==> config.mk <==
export PLATFORM = sky130hd
export DESIGN_NAME = sha256_byte_hasher_core_flat
export DESIGN_NICKNAME = d
export VERILOG_FILES = /design/src/rtl/core/sha_pkg.sv /design/src/rtl/core/sha_if.sv /design/src/rtl/core/sha256_byte_hasher_core.sv /design/src/rtl/core/sha_front.sv /design/src/rtl/core/sha_back.sv /design/src/flat_wrapper.sv
export SDC_FILE = /design/constraint.sdc
export NUM_CORES = 1
export LEC_CHECK = 0
export ABC_CLOCK_PERIOD_IN_PS = 2600
export CORE_UTILIZATION = 40
export DETAILED_ROUTE_END_ITERATION = 16
export DONT_BUFFER_PORTS = 1
export REMOVE_ABC_BUFFERS = 1
export SLEW_MARGIN = 20
export SYNTH_ARGS = -nofsm -noshare
export SYNTH_HDL_FRONTEND = slang
export SYNTH_SLANG_ARGS = --single-unit
==> constraint.sdc <==
create_clock -name clk -period 2.6 [get_ports clk]
set_input_delay 0.26 -clock clk [delete_from_list [all_inputs] [get_ports clk]]
set_output_delay 0.26 -clock clk [all_outputs]
set_load 0.02 [all_outputs]
==> src/rtl/core/sha_pkg.sv <==
// sha_pkg: shared constants, types and round functions of the sha-256 byte hasher
// depends on nothing
package sha_pkg;

  localparam int unsigned BlkBytes  = 64;
  localparam int unsigned PadOffset = 56;
  localparam int unsigned QDepth    = 4;
  localparam int unsigned CntW      = 61;

  // command from front to back: one byte, one finish marker, or both
  typedef struct packed {
    logic [7:0] data_byte;
    logic       has_byte;
    logic       last_of_message;
  } cmd_t;

  typedef struct packed {
    logic [31:0] digest_word;
    logic [2:0]  word_index;
    logic        last_word;
  } res_t;

  function automatic logic [31:0] round_k(input logic [5:0] r);
    logic [31:0] k [64];
    k = '{
      32'h428a2f98, 32'h71374491, 32'hb5c0fbcf, 32'he9b5dba5,
      32'h3956c25b, 32'h59f111f1, 32'h923f82a4, 32'hab1c5ed5,
      32'hd807aa98, 32'h12835b01, 32'h243185be, 32'h550c7dc3,
      32'h72be5d74, 32'h80deb1fe, 32'h9bdc06a7, 32'hc19bf174,
      32'he49b69c1, 32'hefbe4786, 32'h0fc19dc6, 32'h240ca1cc,
      32'h2de92c6f, 32'h4a7484aa, 32'h5cb0a9dc, 32'h76f988da,
      32'h983e5152, 32'ha831c66d, 32'hb00327c8, 32'hbf597fc7,
      32'hc6e00bf3, 32'hd5a79147, 32'h06ca6351, 32'h14292967,
      32'h27b70a85, 32'h2e1b2138, 32'h4d2c6dfc, 32'h53380d13,
      32'h650a7354, 32'h766a0abb, 32'h81c2c92e, 32'h92722c85,
      32'ha2bfe8a1, 32'ha81a664b, 32'hc24b8b70, 32'hc76c51a3,
      32'hd192e819, 32'hd6990624, 32'hf40e3585, 32'h106aa070,
      32'h19a4c116, 32'h1e376c08, 32'h2748774c, 32'h34b0bcb5,
      32'h391c0cb3, 32'h4ed8aa4a, 32'h5b9cca4f, 32'h682e6ff3,
      32'h748f82ee, 32'h78a5636f, 32'h84c87814, 32'h8cc70208,
      32'h90befffa, 32'ha4506ceb, 32'hbef9a3f7, 32'hc67178f2};
    return k[r];
  endfunction

  function automatic logic [31:0] init_h(input logic [2:0] i);
    logic [31:0] h [8];
    h = '{32'h6a09e667, 32'hbb67ae85, 32'h3c6ef372, 32'ha54ff53a,
          32'h510e527f, 32'h9b05688c, 32'h1f83d9ab, 32'h5be0cd19};
    return h[i];
  endfunction

  function automatic logic [31:0] rotr(input logic [31:0] x, input int unsigned n);
    return (x >> n) | (x << (32 - n));
  endfunction

endpackage

==> src/rtl/core/sha_if.sv <==
// sha_if: valid/ready channel carrying one word of a generic payload
// depends on nothing
interface sha_if #(parameter type payload_t = logic) (input logic clk);
  logic     valid;
  logic     ready;
  payload_t payload;
  modport source (output valid, output payload, input ready);
  modport sink   (input valid, input payload, output ready);
endinterface

==> src/rtl/core/sha256_byte_hasher_core.sv <==
// channel   dir  payload                                  handshake
// in_       in   data_byte, has_byte, last_of_message     in_valid / in_ready
// out_      out  digest_word, word_index, last_word       out_valid / out_ready
// a byte is taken by the back end while idle; a full block then runs the
// 64 rounds of the single round unit and the hash update, taking no bytes
// a message end adds padding loads (up to 72), one or two blocks, then 8 words
// synchronous active-low reset restores the initial hash and a zero count
// a four-entry command queue lets input words arrive while rounds run
// top level: sha256 byte hasher, depends on sha_pkg, sha_if, sha_front, sha_back
module sha256_byte_hasher_core (
  input  logic clk,
  input  logic rst_n,
  sha_if.sink   in_ch,
  sha_if.source out_ch
);
  import sha_pkg::*;

  logic q_valid, q_ready;
  cmd_t q_cmd;

  sha_front u_front (
    .clk, .rst_n,
    .in_valid (in_ch.valid), .in_ready (in_ch.ready), .in_cmd (in_ch.payload),
    .q_valid, .q_ready, .q_cmd
  );

  sha_back u_back (
    .clk, .rst_n, .q_valid, .q_ready, .q_cmd,
    .out_valid (out_ch.valid), .out_ready (out_ch.ready), .out_res (out_ch.payload)
  );
endmodule

==> src/rtl/core/sha_front.sv <==
// sha_front: accepts input words and queues byte / finish commands
// depends on sha_pkg
module sha_front (
  input  logic          clk,
  input  logic          rst_n,
  input  logic          in_valid,
  output logic          in_ready,
  input  sha_pkg::cmd_t in_cmd,
  output logic          q_valid,
  input  logic          q_ready,
  output sha_pkg::cmd_t q_cmd
);
  import sha_pkg::*;

  localparam int unsigned PtrW = $clog2(QDepth);

  cmd_t            mem_r [QDepth];
  logic [PtrW-1:0] wp_r, rp_r;
  logic [PtrW:0]   cnt_r;
  logic            push, pop;

  // words with neither byte nor end do nothing, drop them
  assign in_ready = (cnt_r != (PtrW+1)'(QDepth));
  assign push     = in_valid && in_ready && (in_cmd.has_byte || in_cmd.last_of_message);
  assign q_valid  = (cnt_r != '0);
  assign q_cmd    = mem_r[rp_r];
  assign pop      = q_valid && q_ready;

  // command queue
  always_ff @(posedge clk) begin
    if (!rst_n) begin
      wp_r  <= '0;
      rp_r  <= '0;
      cnt_r <= '0;
    end else begin
      if (push) wp_r <= wp_r + 1'b1;
      if (pop) rp_r <= rp_r + 1'b1;
      cnt_r <= cnt_r + (PtrW+1)'(push) - (PtrW+1)'(pop);
    end
  end

  always_ff @(posedge clk) begin
    if (push) mem_r[wp_r] <= in_cmd;
  end

  a_cnt_bound: assert property (@(posedge clk) disable iff (!rst_n)
    cnt_r <= (PtrW+1)'(QDepth)) else $error("queue overfilled");
  a_no_push_full: assert property (@(posedge clk) disable iff (!rst_n)
    (cnt_r == (PtrW+1)'(QDepth)) |-> !push) else $error("push into full queue");
  a_pop_nonempty: assert property (@(posedge clk) disable iff (!rst_n)
    pop |-> (cnt_r != '0)) else $error("pop from empty queue");
endmodule

==> src/rtl/core/sha_back.sv <==
// sha_back: block buffer, padding sequencer, 64-round compression and digest output
// depends on sha_pkg
module sha_back (
  input  logic          clk,
  input  logic          rst_n,
  input  logic          q_valid,
  output logic          q_ready,
  input  sha_pkg::cmd_t q_cmd,
  output logic          out_valid,
  input  logic          out_ready,
  output sha_pkg::res_t out_res
);
  import sha_pkg::*;

  typedef enum logic [4:0] {
    S_IDLE = 5'b00001,
    S_PAD  = 5'b00010,
    S_RND  = 5'b00100,
    S_ADD  = 5'b01000,
    S_OUT  = 5'b10000
  } st_t;

  st_t              st_r, st_nxt;
  logic [31:0]      h_r [8];
  logic [31:0]      v_r [8];
  logic [31:0]      w_r [16];
  logic [CntW-1:0]  cnt_r;
  logic [CntW-1:0]  len_r;
  logic             pend_r;   // message end taken, digest not yet fully output
  logic             fin_r;    // 0x80 marker already loaded
  logic             xblk_r;   // marker landed in the length slot before its last byte, zero-fill one more block
  logic             lend_r;   // length field loaded, digest follows this block
  logic [5:0]       rnd_r;
  logic [2:0]       oidx_r;
  logic             ovalid_r;
  logic [31:0]      odata_r;
  logic [2:0]       oword_r;

  logic             take;
  logic             pad_ld;
  logic             ld;
  logic             blk_end;
  logic             out_load;
  logic [7:0]       ld_byte;
  logic [5:0]       pos;
  logic [7:0]       pad_byte;
  logic [63:0]      bits;
  logic [31:0]      wn, s0, s1, e1, ch, e0, maj, t1, t2;

  assign pos  = cnt_r[5:0];
  assign bits = {len_r, 3'b000};

  // padding byte for the current offset
  always_comb begin
    priority if (!fin_r) pad_byte = 8'h80;
    else if (xblk_r || pos < 6'(PadOffset)) pad_byte = 8'h00;
    else pad_byte = bits[{~pos[2:0], 3'b000} +: 8];
  end

  assign q_ready  = (st_r == S_IDLE);
  assign take     = q_valid && q_ready;
  assign pad_ld   = (st_r == S_PAD);
  assign ld       = (take && q_cmd.has_byte) || pad_ld;
  assign ld_byte  = pad_ld ? pad_byte : q_cmd.data_byte;
  assign blk_end  = ld && (pos == 6'(BlkBytes - 1));
  assign out_load = (st_r == S_OUT) && (!ovalid_r || out_ready);

  // schedule: w_r[0] is the current round word
  assign s0 = rotr(w_r[1], 7) ^ rotr(w_r[1], 18) ^ (w_r[1] >> 3);
  assign s1 = rotr(w_r[14], 17) ^ rotr(w_r[14], 19) ^ (w_r[14] >> 10);
  assign wn = w_r[0] + s0 + w_r[9] + s1;

  assign e1  = rotr(v_r[4], 6) ^ rotr(v_r[4], 11) ^ rotr(v_r[4], 25);
  assign ch  = (v_r[4] & v_r[5]) ^ (~v_r[4] & v_r[6]);
  assign t1  = v_r[7] + e1 + ch + round_k(rnd_r) + w_r[0];
  assign e0  = rotr(v_r[0], 2) ^ rotr(v_r[0], 13) ^ rotr(v_r[0], 22);
  assign maj = (v_r[0] & v_r[1]) ^ (v_r[0] & v_r[2]) ^ (v_r[1] & v_r[2]);
  assign t2  = e0 + maj;

  // sequencer
  always_comb begin
    st_nxt = st_r;
    unique case (st_r)
      S_IDLE: begin
        if (blk_end) st_nxt = S_RND;
        else if (take && q_cmd.last_of_message) st_nxt = S_PAD;
      end
      S_PAD: begin
        if (blk_end) st_nxt = S_RND;
      end
      S_RND: begin
        if (rnd_r == 6'd63) st_nxt = S_ADD;
      end
      S_ADD: begin
        if (lend_r) st_nxt = S_OUT;
        else if (pend_r) st_nxt = S_PAD;
        else st_nxt = S_IDLE;
      end
      S_OUT: begin
        if (out_load && oidx_r == 3'd7) st_nxt = S_IDLE;
      end
      default: st_nxt = S_IDLE;
    endcase
  end

  always_ff @(posedge clk) begin
    if (!rst_n) begin
      st_r     <= S_IDLE;
      cnt_r    <= '0;
      len_r    <= '0;
      pend_r   <= 1'b0;
      fin_r    <= 1'b0;
      xblk_r   <= 1'b0;
      lend_r   <= 1'b0;
      rnd_r    <= '0;
      oidx_r   <= '0;
      ovalid_r <= 1'b0;
      odata_r  <= '0;
      oword_r  <= '0;
      for (int i = 0; i < 8; i++) h_r[i] <= init_h(3'(i));
    end else begin
      st_r <= st_nxt;

      if (ld) cnt_r <= cnt_r + 1'b1;

      // message end: remember the length including its own byte
      if (take && q_cmd.last_of_message) begin
        pend_r <= 1'b1;
        len_r  <= cnt_r + CntW'(q_cmd.has_byte);
      end

      // padding progress flags
      if (pad_ld) begin
        if (!fin_r) begin
          fin_r  <= 1'b1;
          xblk_r <= (pos >= 6'(PadOffset)) && (pos != 6'(BlkBytes - 1));
        end else if (pos == 6'(BlkBytes - 1)) begin
          xblk_r <= 1'b0;
          lend_r <= !xblk_r;
        end
      end

      if (st_r == S_RND) rnd_r <= rnd_r + 1'b1;

      // fold round result into hash
      if (st_r == S_ADD) begin
        for (int i = 0; i < 8; i++) h_r[i] <= h_r[i] + v_r[i];
      end

      // digest output register
      if (out_load) begin
        ovalid_r <= 1'b1;
        odata_r  <= h_r[oidx_r];
        oword_r  <= oidx_r;
        oidx_r   <= oidx_r + 1'b1;
        if (oidx_r == 3'd7) begin
          for (int i = 0; i < 8; i++) h_r[i] <= init_h(3'(i));
          cnt_r  <= '0;
          pend_r <= 1'b0;
          fin_r  <= 1'b0;
          lend_r <= 1'b0;
        end
      end else if (out_ready) ovalid_r <= 1'b0;
    end
  end

  // byte loads build big-endian words into the schedule; rounds roll it
  always_ff @(posedge clk) begin
    if (ld) begin
      if (pos[1:0] == 2'd0) begin
        for (int i = 0; i < 15; i++) w_r[i] <= w_r[i+1];
        w_r[15] <= {24'h000000, ld_byte};
      end else begin
        w_r[15] <= {w_r[15][23:0], ld_byte};
      end
    end else if (st_r == S_RND) begin
      for (int i = 0; i < 15; i++) w_r[i] <= w_r[i+1];
      w_r[15] <= wn;
    end
    if (st_r != S_RND) begin
      for (int i = 0; i < 8; i++) v_r[i] <= h_r[i];
    end else begin
      v_r[7] <= v_r[6]; v_r[6] <= v_r[5]; v_r[5] <= v_r[4];
      v_r[4] <= v_r[3] + t1;
      v_r[3] <= v_r[2]; v_r[2] <= v_r[1]; v_r[1] <= v_r[0];
      v_r[0] <= t1 + t2;
    end
  end

  assign out_valid           = ovalid_r;
  assign out_res.digest_word = odata_r;
  assign out_res.word_index  = oword_r;
  assign out_res.last_word   = (oword_r == 3'd7);

  a_out_hold: assert property (@(posedge clk) disable iff (!rst_n)
    (ovalid_r && !out_ready) |=> (ovalid_r && $stable(odata_r) && $stable(oword_r)))
    else $error("result changed in stall");
  a_no_take_busy: assert property (@(posedge clk) disable iff (!rst_n)
    (st_r != S_IDLE) |-> !q_ready) else $error("command taken while busy");
  a_rnd_zero: assert property (@(posedge clk) disable iff (!rst_n)
    (st_r != S_RND) |-> (rnd_r == '0)) else $error("round counter not cleared");
  a_st_onehot: assert property (@(posedge clk) disable iff (!rst_n)
    $onehot(st_r)) else $error("state not one-hot");
endmodule
==> src/flat_wrapper.sv <==
// flat-port wrapper written by rule: the top's interface ports become plain ports
module sha256_byte_hasher_core_flat import sha_pkg::*;
  (clk, rst_n, in_ch_valid, in_ch_payload, in_ch_ready, out_ch_valid, out_ch_payload, out_ch_ready);
  sha_if in_ch_i (.clk(clk));
  sha_if out_ch_i (.clk(clk));
  input  logic clk;
  input  logic rst_n;
  input wire logic [$bits(in_ch_i.valid)-1:0] in_ch_valid;
  input wire logic [$bits(in_ch_i.payload)-1:0] in_ch_payload;
  output wire logic [$bits(in_ch_i.ready)-1:0] in_ch_ready;
  output wire logic [$bits(out_ch_i.valid)-1:0] out_ch_valid;
  output wire logic [$bits(out_ch_i.payload)-1:0] out_ch_payload;
  input wire logic [$bits(out_ch_i.ready)-1:0] out_ch_ready;
  assign in_ch_i.valid = in_ch_valid;
  assign in_ch_i.payload = in_ch_payload;
  assign in_ch_ready = in_ch_i.ready;
  assign out_ch_valid = out_ch_i.valid;
  assign out_ch_payload = out_ch_i.payload;
  assign out_ch_i.ready = out_ch_ready;
  sha256_byte_hasher_core u_core (.clk(clk), .rst_n(rst_n), .in_ch(in_ch_i), .out_ch(out_ch_i));
endmodule
==> metrics.yaml <==
drive_above_1_share: 0.0913
post_cts.repair.setup_buffers: 0
area_growth_pct: 8.82
synth_edf_count: 4
start_util: 0.418
avgSynthCellArea_um2: 9.93
grt_use_total: 0.135
drc_errors: 0
whs_ns: 0.0600
fp-row-count: 25
dieWidth_um: 72.5
cts-root-buf: "clkbuf_8"
grt_max_degree: 27
fin_setup_tns_ns: 0
critPathRequiredTime_ns: 2.79
grt_pass1_wl_um: 5460
power_density_mw_per_mm2: 765
min_period_ns: 2.35
rsz0062_at_grt: "false"
hold_class: "in -> reg"
numCtsBuffers: 5
async_flop_share: 0
cts_hold_buf: 0
period_share: 0.904
diodes: 0
syn_inst: 200
multiInputGateArea_mm2: 0.00106
drtIter0Drc: 37
seqCellArea_um2: 861
setup_viol: 0
layout_commonest_cell: "dfxtp_1"
portBuffers: 0
leakage_uw: 0.000845
drv_slew: 0
yosys.area.top_type_share: 0.373
drtAntennaViolNets: 0
start_kind: "flop"
synth_flop_cell: "dfxtp_1"
die_height_um: 72.5
synth_seq_cells: 41
synth_area_leaders: "dfxtp_1, ha_1, edfxtp_1"
wl_per_cell_um: 11.2
crit_path_end_kind: "flop"
gp_congestion: 0.765
worst_slack_ns: 0.251
place_ws_ns: 0.250
clkLatencyLatePin_ns: 0.29
max_freq_mhz: 426
clock_sink_count: 41
path_max_fanout: 4
hold_viol: 0
cts_resized: 0
vias: 1309
max_slew_margin: 0.670
cts_tree: "yes"
dp_hpwl_um: 2260
p_total_uw: 1650
synth_area_mm2: 0.00199
finalWirelength_um: 3070
clkSlewWorstSetupHoldPaths_ns: 0.08
crit_arrival_ns: 2.54
ys_types: 41
status: "complete, no violations"
dr.pass1.iters: 4
maxCapViolCount: 0
ios: 8
crit_type: "reg -> reg"
synth_top_cell_by_area: "dfxtp_1"
final_util: 0.455
worst_pin_slew_ns: 0.495
viasPerCell: 4.76
antenna_found_initial: 0
dieArea_mm2: 0.00525
peakVddDrop_mv: 0.619
final_cell_mix: "dfxtp_1, and2_1, nor2_1"
nets: 224
clock_skew_ns: 0.00630
grt_pass1_vias: 1236
core_area_mm2: 0.00475
yosysSeqAreaShare: 0.433
yosys_warnings: 0
h-tree-depth: 2
overflow: 0
fill_cells: 478
clockBufferDepth: 2
-- routing by layer --
| layer | global-route usage | vias up | share of wire |
|---|---|---|---|
| li1 | - | 695 | - |
| met1 | 0.173 | 595 | 0.51 |
| met4 | 0.0523 | 0 | 0.0081 |
| met5 | 0 | - | 0 |
| met3 | 0.0472 | 4 | 0.039 |
| met2 | 0.209 | 15 | 0.44 |
-- cell usage after synthesis (3+ instances only) --
cell type  count
dfxtp_1       37
and2_1        18
nor2_1        14
inv_1         12
ha_1          11
xnor2_1       11
nor2b_1       10
nand2_1        9
nand3_1        9
mux2i_1        7
a21oi_1        5
nor3_1         5
xor2_1         5
edfxtp_1       4
nand2b_1       4
o211ai_1       3
-- kinds of logic (layout without fill, tap and decap cells) --
family | Yosys count | after routing | synth area share
flip-flops | 41 | 41 | 0.433
AND/OR/NAND/NOR | 89 | 89 | 0.274
buffers and inverters | 15 | 23 | 0.0321
adder cells (fa/ha/maj) | 12 | 12 | 0.0793
multiplexers | 8 | 8 | 0.0466
AO/OA/AOI/OAI | 19 | 19 | 0.0642
XOR/XNOR | 16 | 16 | 0.0705
-- worst max-delay path, cell delays in order (launching register included) --
cell and delay [ns]:
dfxtp_1 0.33, or3_1 0.41, and3_1 0.23, ha_1 0.28, inv_1 0.04, ha_1 0.18
fa_1 0.37, xnor2_1 0.15, xnor2_1 0.12, and2_1 0.15
-- where the power goes --
group          switching (µW)  total [µW]  leakage (µW)  internal, µW
combinational             257         476      0.000471           220
sequential               62.6         775      0.000337           712
clock                     214         403     0.0000374           189
-- layout make-up --
type                       instances  area share
inverter                          12      0.0208
clock inverter                     2     0.00694
sequential                        41       0.398
tap                               67      0.0388
timing repair buffer               3      0.0104
multi-input combinational        144       0.491
clock buffer                       6      0.0336
-- flip-flops by register name, indices dropped and copies added, names as in the netlist, named ones only --
register                 flops
u_core.u_back.lend_r         1
u_core.u_back.xblk_r         1
u_core.u_front.mem_r         4
u_core.u_back.oidx_r         3
u_core.u_back.oword_r        3
u_core.u_front.wp_r          2
u_core.u_front.rp_r          2
u_core.u_back.pend_r         1
u_core.u_back.st_r           5
u_core.u_back.cnt_r          6
u_core.u_back.rnd_r          6
u_core.u_front.cnt_r         3
u_core.u_back.out_valid      1
u_core.u_back.fin_r          1
-- worst paths after layout --
kind	start	to	slack (ns)	cells past startpoint
worst max-delay path	u_core.u_front.cnt_r[1]	u_core.u_front.cnt_r[2]	0.25	9
worst min-delay path	in_ch_payload	u_core.u_front.mem_r[1]	0.06	0
worst max register to register	u_core.u_front.cnt_r[1]	u_core.u_front.cnt_r[2]	0.25	9
worst min register to register	u_core.u_back.rnd_r[1]	u_core.u_back.rnd_r[1]	0.49	2
-- through the flow --
step	cell area, µm²	cells
floorplan	1970	197
global placement	2070	267
detailed placement	2070	267
CTS	2160	275
global route	2160	275
finish	2160	275
Note: power is estimated with default switching activity, not from simulation.
